## src/design/pp_pkg.sv

```systemverilog
`timescale 1ns / 1ps
// Package for the polygon perimeter block: widths, item types and the
// command/status structs between controller and datapath. No dependencies.
package pp_pkg;

	localparam int COORD_W    = 16;
	localparam int SUM_W      = 40;
	localparam int FRAC_SHIFT = 16;

	localparam int SQ_W   = 2 * COORD_W;
	localparam int SQS_W  = SQ_W + 1;
	localparam int ROOT_W = (SQS_W + FRAC_SHIFT + 1) / 2;
	localparam int RAD_W  = 2 * ROOT_W;
	localparam int REM_W  = ROOT_W + 2;
	localparam int CNT_W  = $clog2(ROOT_W + 1);
	localparam int EXT_W  = ((SUM_W > ROOT_W) ? SUM_W : ROOT_W) + 1;

	localparam logic [SUM_W-1:0] SUM_MAX = '1;

	typedef struct packed {
		logic signed [COORD_W-1:0] x_coord;
		logic signed [COORD_W-1:0] y_coord;
		logic                      last_vertex;
	} pp_in_t;

	typedef struct packed {
		logic [SUM_W-1:0] perimeter;
		logic             saturated;
	} pp_out_t;

	typedef struct packed {
		logic accept;
		logic closing;
		logic load_diff;
		logic mul_x;
		logic mul_y;
		logic root_load;
		logic root_step;
		logic add;
		logic finish;
		logic emit;
	} pp_cmd_t;

	typedef struct packed {
		logic have_first;
		logic last;
		logic root_done;
		logic out_free;
	} pp_sts_t;

endpackage

```

## src/design/pp_dp.sv

```systemverilog
`timescale 1ns / 1ps
// Datapath: vertex registers, abs difference, shared squaring multiplier,
// digit-by-digit square root, saturating accumulator and result register. Uses pp_pkg.
module pp_dp (
	input  logic            clk,
	input  logic            arst_n,
	input  pp_pkg::pp_in_t  vtx,
	input  pp_pkg::pp_cmd_t cmd,
	output pp_pkg::pp_sts_t sts,
	output logic            res_valid,
	input  logic            res_stall,
	output pp_pkg::pp_out_t res
);
	import pp_pkg::*;

	logic signed [COORD_W-1:0] first_x_q, first_y_q, prev_x_q, prev_y_q;
	logic signed [COORD_W-1:0] cur_x_q, cur_y_q;
	logic                      last_q;
	logic                      have_first_q;
	logic [COORD_W-1:0]        dx_q, dy_q;
	logic [SQ_W-1:0]           sqx_q;
	logic [SQS_W-1:0]          sq_sum_q;
	logic [RAD_W-1:0]          rad_q;
	logic [REM_W-1:0]          rem_q;
	logic [ROOT_W-1:0]         root_q;
	logic [CNT_W-1:0]          cnt_q;
	logic [SUM_W-1:0]          sum_q;
	logic                      clip_q;
	logic                      res_valid_q;
	pp_out_t                   res_q;

	logic signed [COORD_W-1:0] ax, ay, bx, by;
	logic signed [COORD_W:0]   ddx, ddy;
	logic [COORD_W-1:0]        mdx, mdy, mul_op;
	logic [SQ_W-1:0]           prod;
	logic [REM_W-1:0]          rem_sh, trial;
	logic [EXT_W-1:0]          total;
	logic                      over;

	// operand pair: open edge prev->cur, closing edge cur->first
	always_comb begin
		ax = cmd.closing ? cur_x_q : prev_x_q;
		ay = cmd.closing ? cur_y_q : prev_y_q;
		bx = cmd.closing ? first_x_q : cur_x_q;
		by = cmd.closing ? first_y_q : cur_y_q;
		ddx = {ax[COORD_W-1], ax} - {bx[COORD_W-1], bx};
		ddy = {ay[COORD_W-1], ay} - {by[COORD_W-1], by};
		mdx = ddx[COORD_W] ? COORD_W'(-ddx) : ddx[COORD_W-1:0];
		mdy = ddy[COORD_W] ? COORD_W'(-ddy) : ddy[COORD_W-1:0];
	end

	assign mul_op = cmd.mul_y ? dy_q : dx_q;
	assign prod   = SQ_W'(mul_op) * SQ_W'(mul_op);

	assign rem_sh = {rem_q[REM_W-3:0], rad_q[RAD_W-1 -: 2]};
	assign trial  = {root_q, 2'b01};

	assign total = EXT_W'(sum_q) + EXT_W'(root_q);
	assign over  = total > EXT_W'(SUM_MAX);

	always_ff @(posedge clk) begin
		if (cmd.accept) begin
			cur_x_q <= vtx.x_coord;
			cur_y_q <= vtx.y_coord;
			last_q  <= vtx.last_vertex;
			if (!have_first_q) begin
				first_x_q <= vtx.x_coord;
				first_y_q <= vtx.y_coord;
			end
		end
		if (cmd.finish)
			prev_x_q <= cur_x_q;
		if (cmd.finish)
			prev_y_q <= cur_y_q;
		if (cmd.load_diff) begin
			dx_q <= mdx;
			dy_q <= mdy;
		end
		if (cmd.mul_x)
			sqx_q <= prod;
		if (cmd.mul_y)
			sq_sum_q <= SQS_W'(sqx_q) + SQS_W'(prod);
		if (cmd.root_load) begin
			rad_q  <= RAD_W'({sq_sum_q, {FRAC_SHIFT{1'b0}}});
			rem_q  <= '0;
			root_q <= '0;
		end else if (cmd.root_step) begin
			rad_q <= {rad_q[RAD_W-3:0], 2'b00};
			if (rem_sh >= trial) begin
				rem_q  <= rem_sh - trial;
				root_q <= {root_q[ROOT_W-2:0], 1'b1};
			end else begin
				rem_q  <= rem_sh;
				root_q <= {root_q[ROOT_W-2:0], 1'b0};
			end
		end
		if (cmd.emit) begin
			res_q.perimeter <= sum_q;
			res_q.saturated <= clip_q;
		end
	end

	always_ff @(posedge clk or negedge arst_n) begin
		if (!arst_n) begin
			have_first_q <= 1'b0;
			sum_q        <= '0;
			clip_q       <= 1'b0;
			cnt_q        <= '0;
			res_valid_q  <= 1'b0;
		end else begin
			if (cmd.root_load)
				cnt_q <= CNT_W'(ROOT_W);
			else if (cmd.root_step)
				cnt_q <= cnt_q - CNT_W'(1);
			if (cmd.add) begin
				sum_q  <= over ? SUM_MAX : total[SUM_W-1:0];
				clip_q <= clip_q | over;
			end
			if (cmd.finish) begin
				have_first_q <= !last_q;
				if (last_q) begin
					sum_q  <= '0;
					clip_q <= 1'b0;
				end
			end
			if (cmd.emit)
				res_valid_q <= 1'b1;
			else if (!res_stall)
				res_valid_q <= 1'b0;
		end
	end

	assign sts.have_first = have_first_q;
	assign sts.last       = last_q;
	assign sts.root_done  = (cnt_q == '0);
	assign sts.out_free   = !res_valid_q || !res_stall;

	assign res_valid = res_valid_q;
	assign res       = res_q;

	a_step_bounded: assert property (@(posedge clk) disable iff (!arst_n)
		cmd.root_step |-> cnt_q != '0)
		else $error("root step issued after last digit");
	a_emit_free: assert property (@(posedge clk) disable iff (!arst_n)
		cmd.emit |-> sts.out_free)
		else $error("result overwritten while held");
	a_clear_after_last: assert property (@(posedge clk) disable iff (!arst_n)
		cmd.finish && last_q |=> sum_q == '0 && !clip_q && !have_first_q)
		else $error("polygon state not cleared");
	a_clip_max: assert property (@(posedge clk) disable iff (!arst_n)
		clip_q |-> sum_q == SUM_MAX)
		else $error("clipped sum below maximum");

endmodule

```

## src/design/pp_ctrl.sv

```systemverilog
`timescale 1ns / 1ps
// Controller state machine: sequences the open and closing edge of each
// item through the datapath. Uses pp_pkg for the command/status structs.
module pp_ctrl (
	input  logic            clk,
	input  logic            arst_n,
	input  logic            start,
	output logic            busy,
	input  pp_pkg::pp_sts_t sts,
	output pp_pkg::pp_cmd_t cmd
);
	import pp_pkg::*;

	localparam logic [2:0] S_IDLE  = 3'd0;
	localparam logic [2:0] S_SEL   = 3'd1;
	localparam logic [2:0] S_DIFF  = 3'd2;
	localparam logic [2:0] S_MULX  = 3'd3;
	localparam logic [2:0] S_MULY  = 3'd4;
	localparam logic [2:0] S_RLOAD = 3'd5;
	localparam logic [2:0] S_ROOT  = 3'd6;
	localparam logic [2:0] S_FIN   = 3'd7;

	logic [2:0] state_q, state_d;
	logic       closing_q, closing_d;
	logic       add_pending_q, add_pending_d;

	always_comb begin
		state_d       = state_q;
		closing_d     = closing_q;
		add_pending_d = 1'b0;
		cmd           = '0;
		cmd.closing   = closing_q;
		case (state_q)
			S_IDLE: begin
				if (start) begin
					cmd.accept = 1'b1;
					state_d    = S_SEL;
				end
			end
			S_SEL: begin
				if (sts.have_first) begin
					closing_d = 1'b0;
					state_d   = S_DIFF;
				end else if (sts.last) begin
					closing_d = 1'b1;
					state_d   = S_DIFF;
				end else begin
					state_d = S_FIN;
				end
			end
			S_DIFF: begin
				cmd.load_diff = 1'b1;
				state_d       = S_MULX;
			end
			S_MULX: begin
				cmd.mul_x = 1'b1;
				state_d   = S_MULY;
			end
			S_MULY: begin
				cmd.mul_y = 1'b1;
				state_d   = S_RLOAD;
			end
			S_RLOAD: begin
				cmd.root_load = 1'b1;
				state_d       = S_ROOT;
			end
			S_ROOT: begin
				if (!sts.root_done) begin
					cmd.root_step = 1'b1;
				end else begin
					cmd.add = 1'b1;
					if (!closing_q && sts.last) begin
						closing_d = 1'b1;
						state_d   = S_DIFF;
					end else begin
						state_d = S_FIN;
					end
				end
			end
			S_FIN: begin
				if (!sts.last || sts.out_free) begin
					cmd.finish = 1'b1;
					cmd.emit   = sts.last;
					state_d    = S_IDLE;
				end
			end
			default: state_d = S_IDLE;
		endcase
	end

	always_ff @(posedge clk or negedge arst_n) begin
		if (!arst_n) begin
			state_q       <= S_IDLE;
			closing_q     <= 1'b0;
			add_pending_q <= 1'b0;
		end else begin
			state_q       <= state_d;
			closing_q     <= closing_d;
			add_pending_q <= add_pending_d | cmd.add;
		end
	end

	assign busy = (state_q != S_IDLE);

	a_accept_idle: assert property (@(posedge clk) disable iff (!arst_n)
		cmd.accept |=> state_q == S_SEL)
		else $error("accepted item not sequenced");
	a_add_then_next: assert property (@(posedge clk) disable iff (!arst_n)
		add_pending_q |-> state_q == S_DIFF || state_q == S_FIN)
		else $error("bad state after accumulate");
	a_close_once: assert property (@(posedge clk) disable iff (!arst_n)
		cmd.add && closing_q |=> state_q == S_FIN)
		else $error("closing edge repeated");

endmodule

```

## src/design/polygon_perimeter.sv

```systemverilog
`timescale 1ns / 1ps
// Top level of the polygon perimeter block: joins the controller and the
// datapath. Depends on pp_pkg, pp_ctrl and pp_dp.
//
//   channel | valid     | stall     | payload
//   --------+-----------+-----------+--------------------------------------
//   vertex  | vtx_valid | vtx_stall | vtx : x_coord, y_coord, last_vertex
//   result  | res_valid | res_stall | res : perimeter, saturated
//
// One item at a time. An edge is bounded by the 2-bit-per-cycle square
// root (25 steps). A first vertex computes no edge, a following vertex its
// open edge, the last one its open and closing edge, or the closing alone.
// arst_n clears control, the running sum and the held vertex flag.
// A new vertex is taken while a result waits; the block holds in its final
// step only if a second result is ready before res_stall drops.
module polygon_perimeter (
	input  logic            clk,
	input  logic            arst_n,
	input  logic            vtx_valid,
	output logic            vtx_stall,
	input  pp_pkg::pp_in_t  vtx,
	output logic            res_valid,
	input  logic            res_stall,
	output pp_pkg::pp_out_t res
);
	import pp_pkg::*;

	pp_cmd_t cmd;
	pp_sts_t sts;
	logic    busy;
	logic    start;

	assign vtx_stall = busy;
	assign start     = vtx_valid && !busy;

	pp_ctrl u_ctrl (
		.clk    (clk),
		.arst_n (arst_n),
		.start  (start),
		.busy   (busy),
		.sts    (sts),
		.cmd    (cmd)
	);

	pp_dp u_dp (
		.clk       (clk),
		.arst_n    (arst_n),
		.vtx       (vtx),
		.cmd       (cmd),
		.sts       (sts),
		.res_valid (res_valid),
		.res_stall (res_stall),
		.res       (res)
	);

endmodule
```

## config.mk

```make
export PLATFORM = sky130hd
export DESIGN_NAME = polygon_perimeter
export DESIGN_NICKNAME = d
export VERILOG_FILES = /design/src/design/pp_pkg.sv /design/src/design/pp_dp.sv /design/src/design/pp_ctrl.sv /design/src/design/polygon_perimeter.sv
export SDC_FILE = /design/constraint.sdc
export NUM_CORES = 1
export LEC_CHECK = 0
export ABC_CLOCK_PERIOD_IN_PS = 9730
export BUFFER_PORTS_ARGS = -buffer_cell sky130_fd_sc_hd__clkbuf_2
export CORE_MARGIN = 1
export CORE_UTILIZATION = 50
export CTS_BUF_LIST = sky130_fd_sc_hd__clkbuf_8
export DETAILED_ROUTE_END_ITERATION = 6
export HOLD_SLACK_MARGIN = 0.02
export MAX_ROUTING_LAYER = met4
export PLACE_DENSITY = 0.81
export SYNTH_ARGS = -nofsm -noshare
export SYNTH_HDL_FRONTEND = slang
export SYNTH_SLANG_ARGS = --single-unit
```

## constraint.sdc

```tcl
create_clock -name clk -period 9.73 [get_ports clk]
set_input_delay 1.946 -clock clk [delete_from_list [all_inputs] [get_ports clk]]
set_output_delay 1.946 -clock clk [all_outputs]
set_load 0.02 [all_outputs]
```

; ---- Word level (Yosys, flattened, before mapping)
; Index checks and enable logic that the tools add are counted.
; Widths: inputs -> output; s select.
[word_totals]
reg_bits = 371
latchBits = 0
mem_bits_rw = 0
romBits = 0
in_bits = 37
mem_count = 0
[op_classes]
add_sub_neg = 8
n_mul = 1
div = 0
magnitude_cmp = 2
n_eq_ne = 13
shifts = 0
mux = 45
bitwise = 2
n_reduce_logical = 17
[ops]
columns = operator, n
row1 = $mux 40, 4
row2 = $mux 16, 7
row3 = $mux 49, 2
row4 = $add 40x25->41, 1
row5 = $gt 41x40->1 const B, 1
row6 = $sub 16x16->17, 2
row7 = $add 32x32->33, 1
row8 = $mul 16x16->32, 1
row9 = $neg 16->16, 2
row10 = $ge 27x27->1, 1
row11 = $mux 25, 1
row12 = $sub 25x25->25, 1
row13 = $pmux 3 s8, 1
row14 = $mux 1, 18
row15 = $mux 3, 6
row16 = $eq 3x3->1 const B, 4
row17 = $mux 5, 2
row18 = $ne 2x1->1 const B, 4
row19 = $eq 3x2->1 const B, 2
row20 = $mux 2, 3
row21 = $logic_not 1->1, 5
row22 = $logic_not 5->1, 1
row23 = $sub 5x1->5 const B, 1
row24 = $reduce_and 4->1, 1
row25 = other kinds (13), 16

; ---- Depth between registers and ports, before layout
; Gate-level depths: netlist of run 1.
[logic_depth]
word_depth = 6
ltp_mapped = 39

; ---- Hierarchy
; From an unflattened synthesis of run 1, not the netlist that was laid out.
[unflattened]
hier_cells = 2484
area_unflattened_um2 = 26709.4
[modules_own_cells]
columns = module, instances, cells_each, area_per_inst_um2, seq_area_each_um2
row1 = pp_dp, 1, 2440, 26344.0, 10239.8
row2 = pp_ctrl, 1, 43, 351.6, 100.1
row3 = polygon_perimeter, 1, 1, 13.8, 0.0

; ---- Least setup slack after synthesis of run 1
; OpenSTA, ideal clock, no wires.
[synth_timing]
path_kind = register to register
startpoint = reg u_ctrl.state_q[1]
endpoint = reg u_dp.sq_sum_q[31], data pin
t_arrival_ps = 9520
required_time_ps = 9472
path_slack_ps = -48
path_stages_with_launch = 34
path_buffers = 2
cell_sequence = dfrtp_1 clkbuf_1 nor2_1 and2_0 clkbuf_1 mux2i_1 inv_1 nand2_1 fa_1 fa_1 inv_1 fa_1 fa_1 fa_1 inv_1 fa_1 inv_1 ha_1 a211oi_1 a32oi_2 a21boi_0 o21bai_1 a21oi_1 xnor2_1 ha_1 and3_1 a221o_1 a21oi_1 o21ai_0 nor3_1 a21oi_1 a211o_1 a21oi_1 xnor2_1
[synth_via]
elab_chain_cells = 5
[synth_rtl]
columns = item, line_no
row1 = "start, declared", pp_ctrl.sv:23  ; logic [2:0] state_q, state_d;
row2 = "start signal, assigned", pp_ctrl.sv:97  ; state_q <= state_d;
row3 = $eq 3x3->1, pp_ctrl.sv:33  ; case (state_q)
row4 = $mux 1, pp_ctrl.sv:33
row5 = $mux 16, pp_dp.sv:52  ; assign mul_op = cmd.mul_y ? dy_q : dx_q;
row6 = $mul 16x16->32, pp_dp.sv:53  ; assign prod = SQ_W'(mul_op) * SQ_W'(mul_op);
row7 = via u_dp.prod[17], pp_dp.sv:35  ; logic [SQ_W-1:0] prod;
row8 = $add 32x32->33, pp_dp.sv:82  ; sq_sum_q <= SQS_W'(sqx_q) + SQS_W'(prod);
row9 = "end signal, assigned", pp_dp.sv:82
row10 = "end, declared", pp_dp.sv:22  ; logic [SQS_W-1:0] sq_sum_q;
; The timed path passes the listed nets, and every way through them passes these cells.
; A chain may end at the register's enable or synchronous reset.

; ---- Final worst setup path of run 1
[layout_timing]
startpoint = reg u_ctrl.state_q[0]
endpoint = reg u_dp.sq_sum_q[31], data pin
; Same word-level chain as after synthesis.

==> flow_summary.toml, run 1 <==
[synthesis]
syn-cell-area_sq_mm = 0.02624
synth_top_family_by_area = "adder cells"
synth-seq-cells = 370
synthXorXnorAreaFrac = 0.05108
synthMuxAreaShare = 0.04011
ys.flop_type = "edfxtp_1"
synthAdderAreaFrac = 0.2296
synth_nets = 2937
synth-simple-area-share = 0.1238
async_flop_share = 0.1405
ys_seq_area_frac = 0.3941
synthDistinctLibCells = 91
synth-compound-area-share = 0.1093
yosysWarnings = 0
syn_inst = 2517
syn_avg_cell_area_sq_um = 10.42
synth_edf_count = 267

[routing]
ant_nets = 0
vias = 18650
drc = 0
drtIter0Drc = 1123
drt-total-wl_mm = 57.00
viasPerCell = 5.546
wl_per_cell_um = 16.96
firstDrtPassIters = 7

[clocking]
clkTransAtPathRegs_ps = 60
ctsHoldBuffers = 0
htreeDepth = 3
clk_latency_ps = 660
postCtsSetupBuffers = 0
cts_tree = "done"
cts_resized = 0
clockBufferDepth = 3
ctsRootBufferMaster = "clkbuf_8"
cts.sinks = 370
cts_buffers = 66

[critical_path]
path_class = "reg -> reg"
cp.required_ps = 10140
worstPathArrival_ps = 9740
cpMaxStageDelayCell = "fa_1"
crit_top_cell = "fa_1"
path_max_fanout = 20
cp_slowest_stage_delay_ps = 620
cp-end-kind = "register"
start_kind = "register"

[cells_and_area]
layout_commonest_cell = "inv_1"
final_nets = 3054
fill_cells = 4265
final_cell_mix = "inv_1, edfxtp_1, nand2_1"
fin_cells = 3362
regArea_sq_mm = 0.01034
post-route-util = 0.5585
multi_input_area_sq_mm = 0.01458
drive_gt1_frac = 0.1104
area_growth_pct = 9.862

[sta]
fmax_mhz = 107.1
timing.final.crit_period_ps = 9335
skew_ps = 49.09
setup_viol = 0
timing.final.crit_share = 0.9594
whs_ps = 434.9
relSlewSlack = 0.1658
worst_pin_slew_ps = 1247
rsz0062_at_grt = "true"
finalHoldViolCount = 0
slew_viol_final = 0

[floorplanning]
die_y_um = 231.1
start_util = 0.5083
coreArea_sq_mm = 0.05161
boundaryPins = 80
rows = 83
die_area_sq_mm = 0.05339
die_w_um = 231.1

[status]
status = "finished clean"

[placed_design]
dp_cells = 3246
io_buffers = 79
gp_congestion = 0.9724
hpwl_mm = 43.15

[job]
drv_cap = 0

[global_route]
grt_pass1_vias = 19380
grt_remaining_overflow = 0
grt_pass1_wl_mm = 96.05
grt_usage = 0.2282
antenna_found_initial = 1
grt_max_degree = 83

[hold_path]
hold_class = "reg -> reg"
-- state kept, by name (all words and copies together) (netlist names), 3 cells and up --
name,cells
u_ctrl.state_q,3
u_dp.cnt_q,5
u_dp.cur_x_q,16
u_dp.cur_y_q,16
u_dp.dx_q,16
u_dp.dy_q,16
u_dp.first_x_q,16
u_dp.first_y_q,16
u_dp.prev_x_q,16
u_dp.prev_y_q,16
u_dp.rad_q,34
u_dp.rem_q,25
u_dp.res,41
u_dp.root_q,25
u_dp.sq_sum_q,33
u_dp.sqx_q,31
u_dp.sum_q,40
-- critical path: cells and delay by family (launching register included) --
kind / cells / cell delay [ps]
fa+ha+maj: 8 / 3900
buf+inv: 5 / 530
compound gates: 9 / 1870
mux: 1 / 530
xor+xnor: 2 / 260
flops: 1 / 480
simple gates: 6 / 1510
-- per-stage QoR --
stage / TNS (ps) / instance area [sq um] / setup slack (ps)
final: 0 / 28820 / 394.6
after floorplan: 0 / 26240 / 597.9
after global routing: -58.33 / 28820 / -58.33
after CTS: 0 / 28800 / 146.0
after global placement: 0 / 27520 / 336.2
after detailed placement: 0 / 27520 / 162.0
-- kinds of logic after synthesis --
kind of cell / Yosys count
buffers and inverters: 360
AOI/OAI and AO/OA: 432
xor gates and xnor gates: 153
adders and majority gates: 383
DFF: 370
other: 2
and+or+nand+nor: 717
muxes: 100
-- routing by layer --
metal  wire (um)  GRT usage  vias to the layer above
met1       24760     0.2821                     9105
li1            -          -                     8963
met4        1634    0.07906                        0
met2       28240     0.3813                      472
met3        2363    0.03445                      106
met5           0          -                        -
-- area by class of cell --
type,count,share of cell area
Antenna cell,1,0.00008682
Clock buffer,68,0.03247
Clock inverter,47,0.01207
Inverter,296,0.03855
Multi-Input combinational cell,1787,0.5060
Sequential cell,370,0.3588
Tap cell,680,0.02952
Timing Repair Buffer,113,0.02257
-- worst paths after layout --
kind,start,end,slack [ps],cells past startpoint
min reg2reg,u_dp.rad_q[47],u_dp.rad_q[49],430,2
max reg2reg,u_ctrl.state_q[0],u_dp.sq_sum_q[31],390,31
min in group asynchronous,arst_n,u_dp.sum_q[5],1400,2
max,u_ctrl.state_q[0],u_dp.sq_sum_q[31],390,31
max in group asynchronous,arst_n,u_ctrl.closing_q,7790,2
min,u_dp.rad_q[47],u_dp.rad_q[49],430,2
-- synth_stat cells, types with 21 or more instances --
cell,number,area share
a211oi_1,23,0.0066
dfrtp_1,52,0.050
nand2_1,237,0.034
ha_1,219,0.10
a21o_1,38,0.011
xnor2_1,110,0.037
nor3_1,73,0.014
mux2i_1,59,0.023
inv_1,289,0.041
o21ai_0,99,0.019
dfxtp_1,51,0.039
o21a_1,24,0.0069
a21oi_1,111,0.021
edfxtp_1,267,0.31
nand3_1,66,0.013
mux2_2,41,0.018
xor2_1,43,0.014
nor2_1,215,0.031
clkbuf_1,57,0.0082
nor2b_1,21,0.0050
fa_1,164,0.13
Power of run 1 is not shown: default switching activity piles up to over one toggle a cycle in this logic, so the estimate is an artifact.
==> inputs of run 2 (changes only) <==
--- a/config.mk
+++ b/config.mk
@@ -7,10 +7,11 @@
 export LEC_CHECK = 0
 export ABC_CLOCK_PERIOD_IN_PS = 9730
 export BUFFER_PORTS_ARGS = -buffer_cell sky130_fd_sc_hd__clkbuf_2
-export CORE_MARGIN = 1
+export CORE_MARGIN = 2
 export CORE_UTILIZATION = 50
 export CTS_BUF_LIST = sky130_fd_sc_hd__clkbuf_8
 export DETAILED_ROUTE_END_ITERATION = 6
+export GPL_TIMING_DRIVEN = 1
 export HOLD_SLACK_MARGIN = 0.02
 export MAX_ROUTING_LAYER = met4
 export PLACE_DENSITY = 0.81
==> run 2 against run 1 <==
Non-clock buffer count rose by 1; core utilization fell by 0.16 points; maximum frequency rose by 1.4%; cell count hardly changed; wire length down 0.78%; die area grew 1.7%; register-to-register slack gained 130 ps; worst setup slack gained 130 ps; via count shrank 0.67%; first-iteration DRC count up 5.4%; final area fell by 0.29%; hold slack gained 18 ps; critical endpoint unchanged.
==> flow_summary.toml, run 2 (same netlist as run 1, synthesis figures left out) <==
[clocking]
clockBufferDepth = 3
cts_buffers = 61
ctsRootBufferMaster = "clkbuf_8"
clkTransAtPathRegs_ps = 60
postCtsSetupBuffers = 0
clk_latency_ps = 720
cts.sinks = 370
htreeDepth = 2
cts_resized = 0
cts_tree = "done"
ctsHoldBuffers = 0

[sta]
fin_setup_tns_ps = 0
skew_ps = 66.60
slew_viol_final = 0
rsz0062_at_grt = "false"
fmax_mhz = 108.6
whs_ps = 452.8
setup_viol = 0
finalHoldViolCount = 0
worst_pin_slew_ps = 1084
relSlewSlack = 0.2749
timing.final.crit_share = 0.9461
timing.final.crit_period_ps = 9206

[critical_path]
path_max_fanout = 12
worst-r2r-setup-slack_ps = 520
worstPathArrival_ps = 9610
reg2reg_from = "u_ctrl.state_q[0]"
start_kind = "register"
crit_start = "u_ctrl.state_q[0]"
path_class = "reg -> reg"
r2r.worst_path.cells = 35
cp-end-kind = "register"
crit_end = "u_dp.sq_sum_q[31]"
r2r-end = "u_dp.sq_sum_q[31]"
cp_slowest_stage_delay_ps = 580
crit_top_cell = "inv_1"
cpMaxStageDelayCell = "fa_1"
cp.required_ps = 10140

[hold_path]
hold_class = "reg -> reg"

[cells_and_area]
regArea_sq_mm = 0.01034
area_growth_pct = 9.543
multi_input_area_sq_mm = 0.01458
largest_reg_flops = 41
layout_commonest_cell = "inv_1"
fin_cells = 3359
final_cell_mix = "inv_1, edfxtp_1, nand2_1"
final_nets = 3051
drive_gt1_frac = 0.1060
post-route-util = 0.5568
fill_cells = 4333

[routing]
viasPerCell = 5.514
vias = 18520
ant_nets = 0
drtIter0Drc = 1184
wl_per_cell_um = 16.84
drc = 0
drt-total-wl_mm = 56.56
firstDrtPassIters = 6

[floorplanning]
boundaryPins = 80
die_y_um = 233.1
die_area_sq_mm = 0.05432
rows = 83
start_util = 0.5083
coreArea_sq_mm = 0.05161
die_w_um = 233.1

[global_route]
grt_remaining_overflow = 0
grt_max_degree = 83
grt_usage = 0.2200
grt_pass1_wl_mm = 94.37
antenna_found_initial = 1
grt_pass1_vias = 19210

[placed_design]
hpwl_mm = 42.31
gp_congestion = 0.9699
io_buffers = 79
dp_cells = 3247

[status]
status = "finished clean"

[job]
drv_cap = 0
[run 2: how the worst min path moves through the flow]
stage                         startpoint        endpoint  slack, ps  cells past startpoint
after global routing         u_dp.clip_q     u_dp.res[0]        490                      0
after global placement    u_dp.rad_q[47]  u_dp.rad_q[49]        430                      2
after detailed placement  u_dp.rad_q[47]  u_dp.rad_q[49]        450                      2
after CTS                 u_dp.rad_q[46]  u_dp.rad_q[48]        450                      2
final                     u_dp.rad_q[47]  u_dp.rad_q[49]        450                      2
after floorplan           u_dp.rad_q[47]  u_dp.rad_q[49]        420                      2
[run 2: stage by stage]
step                      setup slack [ps]  area [sq um]
after floorplan                      597.9         26240
after global placement               281.5         27530
after detailed placement             153.3         27530
after CTS                            100.3         28720
after global routing                 20.53         28740
final                                524.4         28740
[run 2: metal layers]
| metal | vias up | share of wire | track usage |
|---|---|---|---|
| met5 | - | 0 | - |
| met2 | 476 | 0.50 | 0.3723 |
| met1 | 8989 | 0.43 | 0.2718 |
| li1 | 8958 | - | - |
| met4 | 0 | 0.028 | 0.07006 |
| met3 | 98 | 0.044 | 0.03284 |
[run 2: cell type report]
class / instances / area share
multi-input cells: 1788 / 0.5074
flip-flops and latches: 370 / 0.3598
inverters: 296 / 0.03879
clock buffers: 66 / 0.03161
well taps: 680 / 0.02960
repair buffers: 114 / 0.02290
clock inverters: 44 / 0.009752
diodes: 1 / 0.00008707
[run 2: critical path: cells and delay by family (launching register included)]
| family | cells | cell delay, ps |
|---|---|---|
| XOR/XNOR | 2 | 240 |
| buffers and inverters | 7 | 620 |
| multiplexers | 1 | 310 |
| adder cells (fa/ha/maj) | 8 | 3740 |
| flip-flops | 1 | 500 |
| AND/OR/NAND/NOR | 10 | 1940 |
| AO/OA/AOI/OAI | 7 | 1570 |
Power of run 2 is left out for the same reason.
==> inputs of run 3 (changes only) <==
--- a/config.mk
+++ b/config.mk
@@ -5,13 +5,13 @@
 export SDC_FILE = /design/constraint.sdc
 export NUM_CORES = 1
 export LEC_CHECK = 0
+export ABC_AREA = 1
 export ABC_CLOCK_PERIOD_IN_PS = 9730
 export BUFFER_PORTS_ARGS = -buffer_cell sky130_fd_sc_hd__clkbuf_2
 export CORE_MARGIN = 2
 export CORE_UTILIZATION = 50
 export CTS_BUF_LIST = sky130_fd_sc_hd__clkbuf_8
 export DETAILED_ROUTE_END_ITERATION = 6
-export GPL_TIMING_DRIVEN = 1
 export HOLD_SLACK_MARGIN = 0.02
 export MAX_ROUTING_LAYER = met4
 export PLACE_DENSITY = 0.81
==> run 3 against run 2 <==
Global-route usage grew 2.2 points; non-clock buffer count shrank 23; die area grew 10%; first-iteration DRC count grew 24%; critical path type unchanged; largest cell class unchanged.
==> flow_summary.toml, run 3 <==
[floorplanning]
coreArea_sq_mm = 0.05748
die_area_sq_mm = 0.05988
boundaryPins = 80
die_w_um = 244.7
start_util = 0.5040
rows = 88
die_y_um = 244.7

[routing]
firstDrtPassIters = 6
drtIter0Drc = 1471
wl_per_cell_um = 15.66
drc = 0
drt-total-wl_mm = 68.08
ant_nets = 0
viasPerCell = 5.277
vias = 22940

[clocking]
postCtsSetupBuffers = 0
ctsRootBufferMaster = "clkbuf_8"
cts.sinks = 370
clockBufferDepth = 3
ctsHoldBuffers = 0
htreeDepth = 3
cts_resized = 0
clk_latency_ps = 660
cts_tree = "done"
cts_buffers = 67
clkTransAtPathRegs_ps = 60

[cells_and_area]
largest_reg_flops = 41
post-route-util = 0.5464
layout_commonest_cell = "nand2_1"
area_growth_pct = 8.405
drive_gt1_frac = 0.08238
final_cell_mix = "nand2_1, inv_1, nor2_1"
final_nets = 3950

[sta]
finalHoldViolCount = 0
setup_viol = 0
slew_viol_final = 0
whs_ps = 444.2
relSlewSlack = 0.1892
rsz0062_at_grt = "false"
skew_ps = 39.63
fin_setup_tns_ps = 0
worst_pin_slew_ps = 1216
fmax_mhz = 111.1
timing.final.crit_period_ps = 9003
timing.final.crit_share = 0.9252

[critical_path]
cp-end-kind = "register"
start_kind = "register"
worstPathArrival_ps = 9390
path_class = "reg -> reg"
cp.required_ps = 10120
cpMaxStageDelayCell = "fa_1"
cp_slowest_stage_delay_ps = 550
path_max_fanout = 25

[placed_design]
io_buffers = 79
gp_congestion = 0.9656
hpwl_mm = 52.72

[synthesis]
synthDistinctLibCells = 66
ys_seq_area_frac = 0.3569
yosysWarnings = 0
yosys.area.top_type = "edfxtp_1"
syn_inst = 3429
yosys-top-cells-count = "nand2_1, inv_1, nor2_1"
syn-cell-area_sq_mm = 0.02897
synth-seq-cells = 370
synth_top_area_frac = 0.2768
async_flop_share = 0.1405
synth.most_common_cell = "nand2_1"
ys.flop_type = "edfxtp_1"
synth_edf_count = 267
synth_nets = 3849
synthTopCellsByArea = "edfxtp_1, nand2_1, fa_1"
syn_avg_cell_area_sq_um = 8.448

[global_route]
grt_max_degree = 61
grt_pass1_wl_mm = 114.6
global_route.usage.met3 = 0.04089
grtUsageMet2 = 0.3948
gr-usage-met1 = 0.3046
grt_usage = 0.2423
grt_pass1_vias = 23240
grt_remaining_overflow = 0
grt_busiest_layer = "met2"
antenna_found_initial = 1

[hold_path]
hold_class = "reg -> reg"

[job]
drv_cap = 0

[status]
status = "finished clean"
run 3: cell count changes in the layout (fill, tap and decap cells not counted), sizes merged, moves of 30 or more:
cell and delta:
nor2 +101, mux2 -41, nand2 +649, xnor2 -53
a21oi +61, o21ai +56, inv +256, nand4 +36
nor3 -45, nand3 +72, xor2 +30
run 3: cell families (layout without fill, tap and decap cells):
group | Yosys count | in the layout | synth area share
multiplexers | 30 | 30 | 0.01037
buffers and inverters | 616 | 768 | 0.08310
AO/OA/AOI/OAI | 445 | 445 | 0.09183
other | 2 | 3 | 0.0002593
flip-flops | 370 | 370 | 0.3569
adder cells (fa/ha/maj) | 383 | 383 | 0.2079
XOR/XNOR | 130 | 130 | 0.04034
AND/OR/NAND/NOR | 1453 | 1453 | 0.2092
run 3: cell type report:
cell class / instances / area (sq um)
Fill cell: 5211 / 26070
Inverter: 557 / 2093
Multi-Input combinational cell: 2443 / 16250
Clock buffer: 72 / 991.0
Tap cell: 765 / 957.2
Clock inverter: 48 / 277.8
Antenna cell: 1 / 2.502
Sequential cell: 370 / 10340
Timing Repair Buffer: 91 / 485.5
run 3: through the flow:
stage / cells / setup WS (ps) / cell area [sq um]
6_report: 4347 / 727.4 / 31400
3_5_place_dp: 4226 / 651.5 / 30130
2_1_floorplan: 3429 / 1628 / 28970
5_1_grt: 4347 / 97.22 / 31400
4_1_cts: 4346 / 604.2 / 31400
3_3_place_gp: 4226 / 690.4 / 30130
run 3: worst max-delay path: cells and delay by family (launching register included):
kind / cells / cell delay, ps
adders and majority gates: 8 / 3850
xor gates and xnor gates: 2 / 260
and+or+nand+nor: 12 / 2180
buffers and inverters: 11 / 1300
AOI/OAI and AO/OA: 4 / 720
DFF: 1 / 430
run 3: path summary, 6_finish.rpt:
| check | from | endpoint | slack (ps) | depth (start not counted) |
|---|---|---|---|---|
| setup / recovery | u_ctrl.state_q[2] | u_dp.sq_sum_q[28] | 730 | 37 |
| hold / removal | u_dp.cur_x_q[0] | u_dp.prev_x_q[0] | 440 | 0 |
| setup reg to reg | u_ctrl.state_q[2] | u_dp.sq_sum_q[28] | 730 | 37 |
| hold reg to reg | u_dp.cur_x_q[0] | u_dp.prev_x_q[0] | 440 | 0 |
| max in group asynchronous | arst_n | u_ctrl.closing_q | 7780 | 2 |
| min in group asynchronous | arst_n | u_dp.sum_q[22] | 1420 | 2 |
run 3: routing by layer:
layer	vias up	routed length (um)	part of all wire
li1	11330	-	-
met1	10840	29880	0.44
met2	612	32240	0.47
met3	164	3552	0.052
met4	0	2400	0.035
met5	-	0	0
Power of run 3 is left out for the same reason.
